### src/hw/rtl/gsp_pkg.sv
// ============================================================================
// gsp_pkg: shared types and constants of the gas sensor ppm pipeline
// Widths, fixed-point constants and the stage-to-stage records.
// ============================================================================
package gsp_pkg;

    localparam int ADC_BITS   = 12;
    localparam int MV_W       = 13;
    localparam int OHM_W      = 24;
    localparam int COEF_W     = 16;
    localparam int CFG_ADDR_W = 3;
    localparam int IN_TDATA_W = ((ADC_BITS + 7) / 8) * 8;

    // a = adc * vref and s = supply << ADC_BITS share one width.
    localparam int A_W        = ADC_BITS + MV_W;
    localparam int PROD_W     = A_W + OHM_W;
    localparam int CMP_W      = PROD_W + 4;
    localparam int EXP_W      = $clog2(PROD_W);
    localparam int MANT_W     = 31;
    localparam int FRAC_BITS  = 20;
    localparam int COEF_FRAC  = 12;

    localparam int LR_W       = EXP_W + FRAC_BITS + 1;
    localparam int MAG_W      = EXP_W + FRAC_BITS + COEF_FRAC + 1;
    localparam int NUMER_W    = MAG_W + 1;
    localparam int REM_W      = COEF_W + 1;
    localparam int SH_W       = 6;
    localparam int N_TERMS    = 14;

    localparam int L10_Q20    = 3483294;
    localparam int LN2_Q30    = 744261118;
    localparam int ONE_Q30    = 1 << 30;
    localparam int LOW_LIM    = 10 << ADC_BITS;

    typedef enum logic [1:0] {
        ST_OK  = 2'd0,
        ST_LOW = 2'd1,
        ST_SAT = 2'd2
    } t_status;

    typedef enum logic [CFG_ADDR_W-1:0] {
        CFG_R0     = 3'd0,
        CFG_RL     = 3'd1,
        CFG_VREF   = 3'd2,
        CFG_SUPPLY = 3'd3,
        CFG_SLOPE  = 3'd4,
        CFG_ICEPT  = 3'd5
    } t_cfg_idx;

    typedef struct packed {
        logic [OHM_W-1:0]  r0;
        logic [OHM_W-1:0]  rl;
        logic [MV_W-1:0]   vref;
        logic [MV_W-1:0]   supply;
        logic              slope_zero;
    } t_cfg;

    // An item whose result is already known rides along with done set.
    typedef struct packed {
        logic    done;
        t_status status;
    } t_flag;

    typedef struct packed {
        t_flag            flag;
        logic             clamp_lo;
        logic             clamp_hi;
        logic [EXP_W-1:0] n_num;
        logic [EXP_W-1:0] n_den;
    } t_lmeta;

    typedef struct packed {
        t_flag flag;
        logic  neg;
    } t_dmeta;

    typedef struct packed {
        t_flag             flag;
        logic [SH_W-1:0]   sh;
        logic [29:0]       x;
        logic [MANT_W-1:0] term;
        logic [31:0]       sum;
    } t_exs;

endpackage

### src/hw/rtl/gsp_front.sv
// ============================================================================
// gsp_front: voltage, resistance products, clamps and log2 normalization
// Five stages: sample, a = adc * vref, num/den products, clamp compares with
// leading-one search, and mantissa normalization to Q30.
// ============================================================================
module gsp_front
    import gsp_pkg::*;
(
    input  logic                i_clk,
    input  logic                i_rst_n,
    input  logic                i_en,
    input  logic                i_valid,
    input  logic [ADC_BITS-1:0] i_adc,
    input  t_cfg                i_cfg,
    output logic                o_valid,
    output t_lmeta              o_meta,
    output logic [MANT_W-1:0]   o_mant_num,
    output logic [MANT_W-1:0]   o_mant_den
);

    function automatic logic [EXP_W-1:0] msb_pos(input logic [PROD_W-1:0] x);
        logic [EXP_W-1:0] p;
        p = '0;
        for (int i = 0; i < PROD_W; i++) begin
            if (x[i]) p = EXP_W'(i);
        end
        return p;
    endfunction

    logic                r1_v, r2_v, r3_v, r4_v, r5_v;
    logic [ADC_BITS-1:0] r1_adc;
    logic [A_W-1:0]      r2_a;
    logic [PROD_W-1:0]   r3_num, r3_den, r4_num, r4_den;
    t_flag               r3_flag;
    t_lmeta              r4_meta, r5_meta;
    logic [MANT_W-1:0]   r5_mn, r5_md;

    logic [A_W-1:0]      s_mv;
    logic                low;

    assign s_mv = A_W'(i_cfg.supply) << ADC_BITS;
    assign low  = (r2_a <= A_W'(LOW_LIM)) || (i_cfg.r0 == '0);

    always_ff @(posedge i_clk) begin
        if (!i_rst_n) begin
            r1_v <= 1'b0;
            r2_v <= 1'b0;
            r3_v <= 1'b0;
            r4_v <= 1'b0;
            r5_v <= 1'b0;
        end else if (i_en) begin
            r1_v <= i_valid;
            r2_v <= r1_v;
            r3_v <= r2_v;
            r4_v <= r3_v;
            r5_v <= r4_v;
        end
    end

    always_ff @(posedge i_clk) begin
        if (i_en) begin
            r1_adc <= i_adc;
            r2_a   <= A_W'(r1_adc) * A_W'(i_cfg.vref);

            // Supply at or below v gives a non-positive Rs; num = 0 forces the low clamp.
            r3_num <= (s_mv > r2_a) ? PROD_W'(i_cfg.rl) * PROD_W'(s_mv - r2_a) : '0;
            r3_den <= PROD_W'(r2_a) * PROD_W'(i_cfg.r0);
            r3_flag.done   <= low || i_cfg.slope_zero;
            r3_flag.status <= low ? ST_LOW : ST_SAT;

            r4_num <= r3_num;
            r4_den <= r3_den;
            r4_meta.flag     <= r3_flag;
            r4_meta.clamp_lo <= (CMP_W'(r3_num) * CMP_W'(10)) <= CMP_W'(r3_den);
            r4_meta.clamp_hi <= CMP_W'(r3_num) >= (CMP_W'(r3_den) * CMP_W'(10));
            r4_meta.n_num    <= msb_pos(r3_num);
            r4_meta.n_den    <= msb_pos(r3_den);

            r5_meta <= r4_meta;
            r5_mn   <= MANT_W'({r4_num, 30'b0} >> r4_meta.n_num);
            r5_md   <= MANT_W'({r4_den, 30'b0} >> r4_meta.n_den);
        end
    end

    assign o_valid    = r5_v;
    assign o_meta     = r5_meta;
    assign o_mant_num = r5_mn;
    assign o_mant_den = r5_md;

endmodule

### config.mk
export PLATFORM = sky130hd
export DESIGN_NAME = gsp_front
export DESIGN_NICKNAME = d
export VERILOG_FILES = /design/src/hw/rtl/gsp_pkg.sv /design/src/hw/rtl/gsp_front.sv
export SDC_FILE = /design/constraint.sdc
export NUM_CORES = 2
export LEC_CHECK = 0
export BUFFER_PORTS_ARGS = -buffer_cell sky130_fd_sc_hd__buf_2
export CAP_MARGIN = 5
export CORE_MARGIN = 2
export CORE_UTILIZATION = 30
export CTS_CLUSTER_SIZE = 25
export DETAILED_ROUTE_END_ITERATION = 10
export SYNTH_ARGS = -nofsm -noshare
export SYNTH_HDL_FRONTEND = slang
export SYNTH_SLANG_ARGS = --single-unit
export TNS_END_PERCENT = 30
### constraint.sdc
create_clock -name i_clk -period 16.1 [get_ports i_clk]
set_clock_uncertainty 0.1 [all_clocks]
set_input_delay 3.22 -clock i_clk [delete_from_list [all_inputs] [get_ports i_clk]]
set_output_delay 3.22 -clock i_clk [all_outputs]
set_load 0.03 [all_outputs]
==> results.toml <==
[critical_path]
critPathLaunch = "i_cfg[2]"
cp.arrival_ns = 12.59
cp-start-kind = "primary input"
cpPeakStageDelay_ns = 0.63
cp.required_ns = 16.44
critPathMaxFanout = 24
end_kind = "flip-flop"
r2r_start = "r2_a[7]"
timing.critical_path.mode_cell = "fa_1"
cp_slowest_cell = "fa_1"
path_class = "in2reg"

[floorplan]
io_pins = 171
rows = 178
coreArea_sq_um = 236000
start_util_pct = 30.2
die_x_microns = 492
dieArea_sq_um = 242000
die_y_microns = 492

[synthesis]
synthXorXnorAreaFrac_pct = 2.68
ys_seq_area_share_pct = 14.1
synth_adder_area_share_pct = 47.1
yosysWarnings = 0
synth.area.mux_share_pct = 3.99
synthTopCellsByArea = "fa_1, edfxtp_1, ha_1, inv_1, nand2_1"
synth_compound_area_share_pct = 8.27
ys_seq_elements = 337
ys_types = 80
syn-num-nets = 9573
netlist_area_sq_um = 71300
syn_inst = 7552
synth_ff_type = "edfxtp_1"
synthArstFlopShare_pct = 0
yosys.area.top_type = "fa_1"
synthTopCellsByCount = "inv_1, fa_1, nand2_1, ha_1, and2_1"
synth_simple_gate_area_share_pct = 14.7
synth_top_area_share_pct = 35.2
avgSynthCellArea_sq_um = 9.44
synth_top_family_by_area = "adder cells"
synth_edf_count = 332
synth.most_common_cell = "inv_1"

[timing]
hold_violations = 0
finalSetupViolCount = 0
tightest_slew_ns = 1.09
slew_headroom_pct = 27.2
period_share_pct = 76.1
setup-tns-final_ns = 0
rsz0062_at_grt = "false"
timing.fmax_ghz = 0.0816
slew_violations = 0
setup_slack_ns = 3.84
post-route-min-period_ns = 12.26

[detailed_routing]
detail-route-antenna-nets = 0
routed_wl_microns = 212000
drtIter0Drc = 4195
vias_per_cell = 5.01
num_vias = 53500
drc = 0
drt-pass1-iter-count = 5
wire_per_inst_microns = 19.8

[finish]
stdcell_count = 10700
drive_gt1_share_pct = 6.32
final_nets = 9518
syn_to_final_growth_pct = 7.86
utilization_pct = 32.6

[clock_network]
clock-root-buffer = "clkbuf_16"
cts_made_buffers = 39
htree_levels = 2
insertion_delay_ns = 0.60
holdBufCountCts = 0
cts.sinks = 337
cts.clk_slew.worst_paths_ns = 0.06
tritoncts = "yes"
clockBufferDepth = 3
cts_setup_buffers = 0
cts.repair.resized = 0

[run]
cap_violations = 0

[status]
status = "complete, no violations"

[global_route]
grt_pass1_vias = 57300
grt_pass1_wl_microns = 335000
antenna_found_initial = 27
grt_overflow = 0
grt_use_total_pct = 17.6
grt_max_degree = 155

[placed_design]
dpl.cell_count = 10600
port_buffers = 170
gp_congestion = 0.921
pre_cts_ws_ns = 3.33
dp_hpwl_microns = 161000

[worst_hold_path]
hp-start = "r3_flag[2]"
hp-class = "reg2reg"
==> cell usage in the layout, fill, tap and decap left out, types with 49 or more instances in the layout <==
master    count
a21o_1      135
a21oi_1     247
and2_1      563
buf_2       169
buf_4        87
edfxtp_1    332
fa_1       1255
ha_1        675
inv_1      1393
mux2i_1      85
mux4_2       72
nand2_1    1073
nor2_1      245
nor2b_1      53
nor3_1       49
o21ai_0     207
xnor2_1     124
xor2_1       75
==> layout make-up <==
type,count,area (sq um)
fill,24200,159000
antenna,7,17.5
multi-input combinational,5468,54900
inverter,1393,5230
timing repair buffer,258,1530
clock inverter,25,234
clock buffer,46,1000
tap,3150,3940
sequential,337,10100
==> sequential cells by signal, indices dropped and copies added, names as in the netlist, 3 cells and up <==
register and count:
r4_num 49, r4_den 49, r4_meta 17, r2_a 25, r3_den 49, o_meta 17, o_mant_den 31, r3_num 49
r3_flag 3, o_mant_num 31, r1_adc 12
==> path summary, 6_finish.rpt <==
check / to / slack, ns / cells after the start
worst min-delay path: r4_meta[16] / 0.32 / 0
worst max register to register: r3_num[43] / 5.07 / 33
worst min register to register: r4_meta[16] / 0.32 / 0
worst max-delay path: r3_num[48] / 3.84 / 32
==> per-layer routing <==
layer / routed length (microns) / GRT usage, % / up-vias
met4: 8050 / 5.76 / 16
met5: 91 / 0 / -
li1: - / - / 23900
met3: 17300 / 3.49 / 398
met1: 89800 / 23.3 / 27200
met2: 96800 / 28.8 / 2063
==> through the flow <==
| step | hold WS (ns) | cell area, sq um |
|---|---|---|
| 2_1_floorplan | 0.300 | 71300 |
| 3_3_place_gp | 0.301 | 75700 |
| 3_5_place_dp | 0.305 | 75700 |
| 4_1_cts | 0.319 | 76900 |
| 5_1_grt | 0.329 | 76900 |
| 6_report | 0.319 | 76900 |
==> worst max-delay path, delay by kind of cell <==
family	cells	cell delay, ns
adder cells (fa/ha/maj)	9	4.49
AND/OR/NAND/NOR	2	0.54
buffers and inverters	6	1.06
AO/OA/AOI/OAI	15	3.27
==> logic make-up after synthesis <==
kind of cell	Yosys count
and+or+nand+nor	2210
adders and majority gates	1930
buffers and inverters	1747
AOI/OAI and AO/OA	920
DFF	337
xor gates and xnor gates	218
muxes	190
Power is left out: the tool's default activity adds up to more than one toggle a clock period on the data nets, which glitch-free logic cannot reach.
