### src/hw/rtl/gsp_pkg.sv
// ============================================================================
// gsp_pkg: shared types and constants of the gas sensor ppm pipeline
// Widths, fixed-point constants and the stage-to-stage records.
// ============================================================================
package gsp_pkg;

    localparam int ADC_BITS   = 12;
    localparam int MV_W       = 13;
    localparam int OHM_W      = 24;
    localparam int COEF_W     = 16;
    localparam int CFG_ADDR_W = 3;
    localparam int IN_TDATA_W = ((ADC_BITS + 7) / 8) * 8;

    // a = adc * vref and s = supply << ADC_BITS share one width.
    localparam int A_W        = ADC_BITS + MV_W;
    localparam int PROD_W     = A_W + OHM_W;
    localparam int CMP_W      = PROD_W + 4;
    localparam int EXP_W      = $clog2(PROD_W);
    localparam int MANT_W     = 31;
    localparam int FRAC_BITS  = 20;
    localparam int COEF_FRAC  = 12;

    localparam int LR_W       = EXP_W + FRAC_BITS + 1;
    localparam int MAG_W      = EXP_W + FRAC_BITS + COEF_FRAC + 1;
    localparam int NUMER_W    = MAG_W + 1;
    localparam int REM_W      = COEF_W + 1;
    localparam int SH_W       = 6;
    localparam int N_TERMS    = 14;

    localparam int L10_Q20    = 3483294;
    localparam int LN2_Q30    = 744261118;
    localparam int ONE_Q30    = 1 << 30;
    localparam int LOW_LIM    = 10 << ADC_BITS;

    typedef enum logic [1:0] {
        ST_OK  = 2'd0,
        ST_LOW = 2'd1,
        ST_SAT = 2'd2
    } t_status;

    typedef enum logic [CFG_ADDR_W-1:0] {
        CFG_R0     = 3'd0,
        CFG_RL     = 3'd1,
        CFG_VREF   = 3'd2,
        CFG_SUPPLY = 3'd3,
        CFG_SLOPE  = 3'd4,
        CFG_ICEPT  = 3'd5
    } t_cfg_idx;

    typedef struct packed {
        logic [OHM_W-1:0]  r0;
        logic [OHM_W-1:0]  rl;
        logic [MV_W-1:0]   vref;
        logic [MV_W-1:0]   supply;
        logic              slope_zero;
    } t_cfg;

    // An item whose result is already known rides along with done set.
    typedef struct packed {
        logic    done;
        t_status status;
    } t_flag;

    typedef struct packed {
        t_flag            flag;
        logic             clamp_lo;
        logic             clamp_hi;
        logic [EXP_W-1:0] n_num;
        logic [EXP_W-1:0] n_den;
    } t_lmeta;

    typedef struct packed {
        t_flag flag;
        logic  neg;
    } t_dmeta;

    typedef struct packed {
        t_flag             flag;
        logic [SH_W-1:0]   sh;
        logic [29:0]       x;
        logic [MANT_W-1:0] term;
        logic [31:0]       sum;
    } t_exs;

endpackage

### src/hw/rtl/gsp_div.sv
// ============================================================================
// gsp_div: exponent numerator and pipelined division by the slope
// Forms lr * 2^12 - b * log2(10), then a restoring divider of one quotient
// bit per stage on magnitudes, truncating toward zero.
// ============================================================================
module gsp_div
    import gsp_pkg::*;
(
    input  logic                      i_clk,
    input  logic                      i_rst_n,
    input  logic                      i_en,
    input  logic                      i_valid,
    input  t_lmeta                    i_meta,
    input  logic [FRAC_BITS-1:0]      i_frac_num,
    input  logic [FRAC_BITS-1:0]      i_frac_den,
    input  logic signed [NUMER_W-1:0] i_bl10,
    input  logic [COEF_W-1:0]         i_mdiv,
    input  logic                      i_mneg,
    output logic                      o_valid,
    output t_dmeta                    o_meta,
    output logic [MAG_W-1:0]          o_quot
);

    localparam int DW = REM_W + MAG_W;
    localparam logic signed [LR_W-1:0] L10_LR = LR_W'(L10_Q20);

    logic signed [LR_W-1:0]    lr;
    logic signed [NUMER_W-1:0] numer;

    always_comb begin
        if (i_meta.clamp_lo)      lr = -L10_LR;
        else if (i_meta.clamp_hi) lr = L10_LR;
        else lr = $signed({1'b0, i_meta.n_num, i_frac_num})
                - $signed({1'b0, i_meta.n_den, i_frac_den});
        numer = (NUMER_W'(lr) <<< COEF_FRAC) - i_bl10;
    end

    logic         r0_v;
    t_dmeta       r0_meta;
    logic [DW-1:0] r0_w;

    always_ff @(posedge i_clk) begin
        if (!i_rst_n) begin
            r0_v <= 1'b0;
        end else if (i_en) begin
            r0_v <= i_valid;
        end
    end

    always_ff @(posedge i_clk) begin
        if (i_en) begin
            r0_meta.flag <= i_meta.flag;
            r0_meta.neg  <= numer[NUMER_W-1] ^ i_mneg;
            r0_w <= DW'(MAG_W'(numer[NUMER_W-1] ? -numer : numer));
        end
    end

    // The work word holds the partial remainder above the shifting dividend.
    logic          r_v    [MAG_W];
    t_dmeta        r_meta [MAG_W];
    logic [DW-1:0] r_w    [MAG_W];

    for (genvar j = 0; j < MAG_W; j++) begin : g_st
        logic          v_in;
        t_dmeta        meta_in;
        logic [DW-1:0] w_in, w_nx;
        logic [REM_W-1:0] hi;

        if (j == 0) begin : g_head
            assign v_in    = r0_v;
            assign meta_in = r0_meta;
            assign w_in    = r0_w;
        end else begin : g_body
            assign v_in    = r_v[j-1];
            assign meta_in = r_meta[j-1];
            assign w_in    = r_w[j-1];
        end

        always_comb begin
            w_nx = {w_in[DW-2:0], 1'b0};
            hi   = w_nx[DW-1:MAG_W];
            if (hi >= REM_W'(i_mdiv)) begin
                w_nx[DW-1:MAG_W] = hi - REM_W'(i_mdiv);
                w_nx[0]          = 1'b1;
            end
        end

        always_ff @(posedge i_clk) begin
            if (!i_rst_n) begin
                r_v[j] <= 1'b0;
            end else if (i_en) begin
                r_v[j] <= v_in;
            end
        end

        always_ff @(posedge i_clk) begin
            if (i_en) begin
                r_meta[j] <= meta_in;
                r_w[j]    <= w_nx;
            end
        end
    end

    assign o_valid = r_v[MAG_W-1];
    assign o_meta  = r_meta[MAG_W-1];
    assign o_quot  = r_w[MAG_W-1][MAG_W-1:0];

endmodule

### config.mk
export PLATFORM = sky130hd
export DESIGN_NAME = gsp_div
export DESIGN_NICKNAME = d
export VERILOG_FILES = /design/src/hw/rtl/gsp_pkg.sv /design/src/hw/rtl/gsp_div.sv
export SDC_FILE = /design/constraint.sdc
export NUM_CORES = 2
export LEC_CHECK = 0
export ABC_AREA = 1
export BUFFER_PORTS_ARGS = -buffer_cell sky130_fd_sc_hd__buf_4
export CAP_MARGIN = 5
export CORE_ASPECT_RATIO = 2
export CORE_MARGIN = 10
export CORE_UTILIZATION = 35
export DETAILED_ROUTE_END_ITERATION = 7
export GPL_TIMING_DRIVEN = 0
export PLACE_DENSITY_LB_ADDON = 0.08
export SLEW_MARGIN = 20
export SYNTH_ARGS = -nofsm -noshare
export SYNTH_HDL_FRONTEND = slang
export SYNTH_SLANG_ARGS = --single-unit
### constraint.sdc
create_clock -name i_clk -period 5.5 [get_ports i_clk]
set_input_delay 0.55 -clock i_clk [delete_from_list [all_inputs] [get_ports i_clk]]
set_output_delay 0.55 -clock i_clk [all_outputs]
set_load 0.005 [all_outputs]
==> impl_metrics.env <==
export IMPL_hold_class="in -> reg"
export IMPL_final_common_cell="edfxtp_1"
export IMPL_nNetsFinal=10100
export IMPL_clockBufferDepth=4
export IMPL_rsz0062_at_grt="true"
export IMPL_via_per_inst=4.91
export IMPL_numCtsBuffers=225
export IMPL_hold_start="i_bl10[6]"
export IMPL_cts_root_buf="clkbuf_16"
export IMPL_cp_arrival_ns=6.09
export IMPL_post_cts_setup_buffers=0
export IMPL_die_y_um=807
export IMPL_hpwl_um=196000
export IMPL_area_growth_pct=13.9
export IMPL_cts_tree="done"
export IMPL_core_area_um2=309000
export IMPL_p_leak_nw=47.7
export IMPL_synth_top_cell_by_area="edfxtp_1"
export IMPL_fin_crit_sh=0.998
export IMPL_synth_seq_cells=2368
export IMPL_p_comb_frac=0.367
export IMPL_gp_congestion=0.910
export IMPL_fin_cells=13500
export IMPL_start_util=0.351
export IMPL_die_w_um=413
export IMPL_power_switching_w=0.0246
export IMPL_final_cell_mix="2366 x edfxtp_1, 1466 x nand2_1, 1039 x a21oi_1, 822 x nor2_1, 678 x ha_1"
export IMPL_grt_max_degree=155
export IMPL_drt_wl_total_um=274000
export IMPL_yosysTopAreaCellShare=0.656
export IMPL_power_share_switching=0.365
export IMPL_critPathKind="in -> reg"
export IMPL_seq_power_share=0.402
export IMPL_worst_pin_slew_ns=0.926
export IMPL_rrSetupSlack_ns=1.91
export IMPL_vdd_drop_max_mv=0.255
export IMPL_syn_nets=9625
export IMPL_internal_power_w=0.0428
export IMPL_layout_drive_gt1_share=0.0812
export IMPL_antenna_left=0
export IMPL_grt_util_all_layers=0.161
export IMPL_grt_pass1_wl_um=411000
export IMPL_path_clk_slew_ns=0.06
export IMPL_gr_usage_met1=0.146
export IMPL_post_dp_cell_area_um2=116000
export IMPL_grt_overflow_total=0
export IMPL_worstPathRequired_ns=6.10
export IMPL_whs_ns=0.189
export IMPL_syn_area_per_cell_um2=12.3
export IMPL_max_freq_mhz=182
export IMPL_setup_violations_final=0
export IMPL_yosysSeqAreaShare=0.656
export IMPL_netlist_instances=8789
export IMPL_netlist_area_um2=108000
export IMPL_whs_endpoint="g_st[0].w_in[6]"
export IMPL_maxCapViolations=0
export IMPL_cts_num_sinks=2368
export IMPL_async_reset_ff_frac=0
export IMPL_clkPwrFrac=0.231
export IMPL_startpoint_type="input pin"
export IMPL_max_stage_delay_ns=0.56
export IMPL_yosys_warnings=0
export IMPL_critPathSlowestCell="xor2_4"
export IMPL_setup_slack_ns=0.00833
export IMPL_grt_pass1_vias=70000
export IMPL_crit_fanout=10
export IMPL_dp_slack_ns=-2.40
export IMPL_clk_latency_ns=0.90
export IMPL_synth_ff_type="edfxtp_1"
export IMPL_crit_top_cell="nand2_1"
export IMPL_ios=162
export IMPL_worstReg2RegEnd="r_w[0][53]"
export IMPL_dr_first_iter_drc_count=4015
export IMPL_wire_per_inst_um=20.3
export IMPL_via_count=66500
export IMPL_fin_crit_ns=5.49
export IMPL_hold_violations=0
export IMPL_r2r_cells=15
export IMPL_r2r_start="g_st[0].w_in[38]"
export IMPL_holdPathStages=4
export IMPL_powerDensity_nw_per_um2=546
export IMPL_use_met2=0.325
export IMPL_status="finished, final reports clean"
export IMPL_synth_edf_count=2366
export IMPL_rows=289
export IMPL_fillers=29200
export IMPL_ctsHtreeMaxLevel=4
export IMPL_grt_busiest_layer="met2"
export IMPL_power_total_w=0.0674
export IMPL_die_area_um2=334000
export IMPL_first_pass_iters=7
export IMPL_maxSlewHeadroom=0.383
export IMPL_antenna_found_initial=11
export IMPL_yosysUniqueCellTypes=55
export IMPL_route_detailed_drc=0
export IMPL_postLayoutCellArea_um2=123000
export IMPL_dp_cells=13100
export IMPL_slew_viol_final=0
export IMPL_synth_area_leaders="edfxtp_1 66%, ha_1 7.8%, nand2_1 5.1%"
export IMPL_worst_clock_skew_ns=0.0467
export IMPL_grt_met3_usage=0.0185
export IMPL_end_kind="flop"
export IMPL_port_buffers=161
cell families (layout without fill, tap and decap cells):
group,Yosys count,in the layout,synth area share
AO/OA/AOI/OAI,1646,1646,0.0836
XOR/XNOR,490,490,0.0397
adder cells (fa/ha/maj),718,718,0.0856
buffers and inverters,756,1375,0.0276
flip-flops,2368,2368,0.656
other,0,54,0
AND/OR/NAND/NOR,2811,2811,0.108
layout make-up:
class	instances	area, µm²	area share
inverters	634	2420	0.0196
multi-input cells	5665	34500	0.280
well taps	4074	5100	0.0413
repair buffers	211	2320	0.0188
flip-flops and latches	2368	71100	0.576
clock inverters	154	1480	0.0120
diodes	54	135	0.00109
plain buffers	122	608	0.00493
clock buffers	254	5780	0.0468
per-stage QoR:
stage	TNS, ns	util
after floorplan	0	-
after global placement	-	0.371
after detailed placement	-67.21	0.375
after CTS	0	0.399
after global routing	-0.0545	0.399
final	0	0.399
repair_timing:
| action | 4_1_cts | 5_1_grt |
|---|---|---|
| gates resized for setup | 21 | 4 |
| setup endpoints to repair | 39 | 14 |
| hold buffers | 10 | 0 |
| endpoints found under the hold margin | 25 | 0 |
worst max-delay path by stage:
| stage | startpoint | to | slack, ns | cells past startpoint |
|---|---|---|---|---|
| final | i_frac_num[2] | g_st[0].w_in[13] | 0.008 | 29 |
| after CTS | i_frac_num[0] | g_st[0].w_in[13] | 0.13 | 31 |
| after global routing | i_frac_num[0] | g_st[0].w_in[12] | -0.05 | 30 |
| after detailed placement | i_frac_num[2] | g_st[0].w_in[20] | -2.40 | 30 |
| after floorplan | i_frac_num[0] | g_st[0].w_in[28] | 1.50 | 34 |
| after global placement | i_en | r_v[1][6] | -19.87 | 3 |
registers in the layout (all words and copies together) (netlist names):
name,count
r_w,2129
r_meta,156
g_st.w_in,39
r_v,39
g_st.meta_in,4
g_st.v_in,1
cell usage after synthesis, types with 49 or more instances:
| library cell | instances |
|---|---|
| xnor2_1 | 257 |
| ha_1 | 679 |
| xor2_1 | 232 |
| o2111ai_1 | 49 |
| edfxtp_1 | 2366 |
| a21boi_0 | 65 |
| a21o_1 | 68 |
| nor4_1 | 75 |
| inv_1 | 626 |
| o21ai_0 | 287 |
| nor2_1 | 822 |
| nand2_1 | 1468 |
| buf_2 | 110 |
| nor3_1 | 75 |
| nand4_1 | 57 |
| a21oi_1 | 1040 |
| nand3_1 | 217 |
power groups by stage:
stage               Clock [W]  Combinational (W)  Sequential (W)
floorplan                   0             0.0174          0.0264
CTS                    0.0163             0.0249          0.0271
global placement            0             0.0243          0.0282
global route           0.0169             0.0276          0.0274
finish                 0.0156             0.0247          0.0271
detailed placement          0             0.0246          0.0274
routing by layer:
layer / wire [µm] / up-vias / part of all wire
li1: - / 32600 / -
met1: 90800 / 32100 / 0.33
met2: 156000 / 1167 / 0.57
met3: 7360 / 641 / 0.027
met4: 20700 / 0 / 0.076
met5: 0 / - / 0
worst max-delay path, delay by kind of cell:
| family | cells | cell delay [ns] |
|---|---|---|
| AOI/OAI and AO/OA | 6 | 1.51 |
| buffers and inverters | 3 | 0.47 |
| xor gates and xnor gates | 1 | 0.56 |
| and+or+nand+nor | 17 | 2.15 |
| adders and majority gates | 2 | 0.77 |
Power figures use the tool's default switching activity.
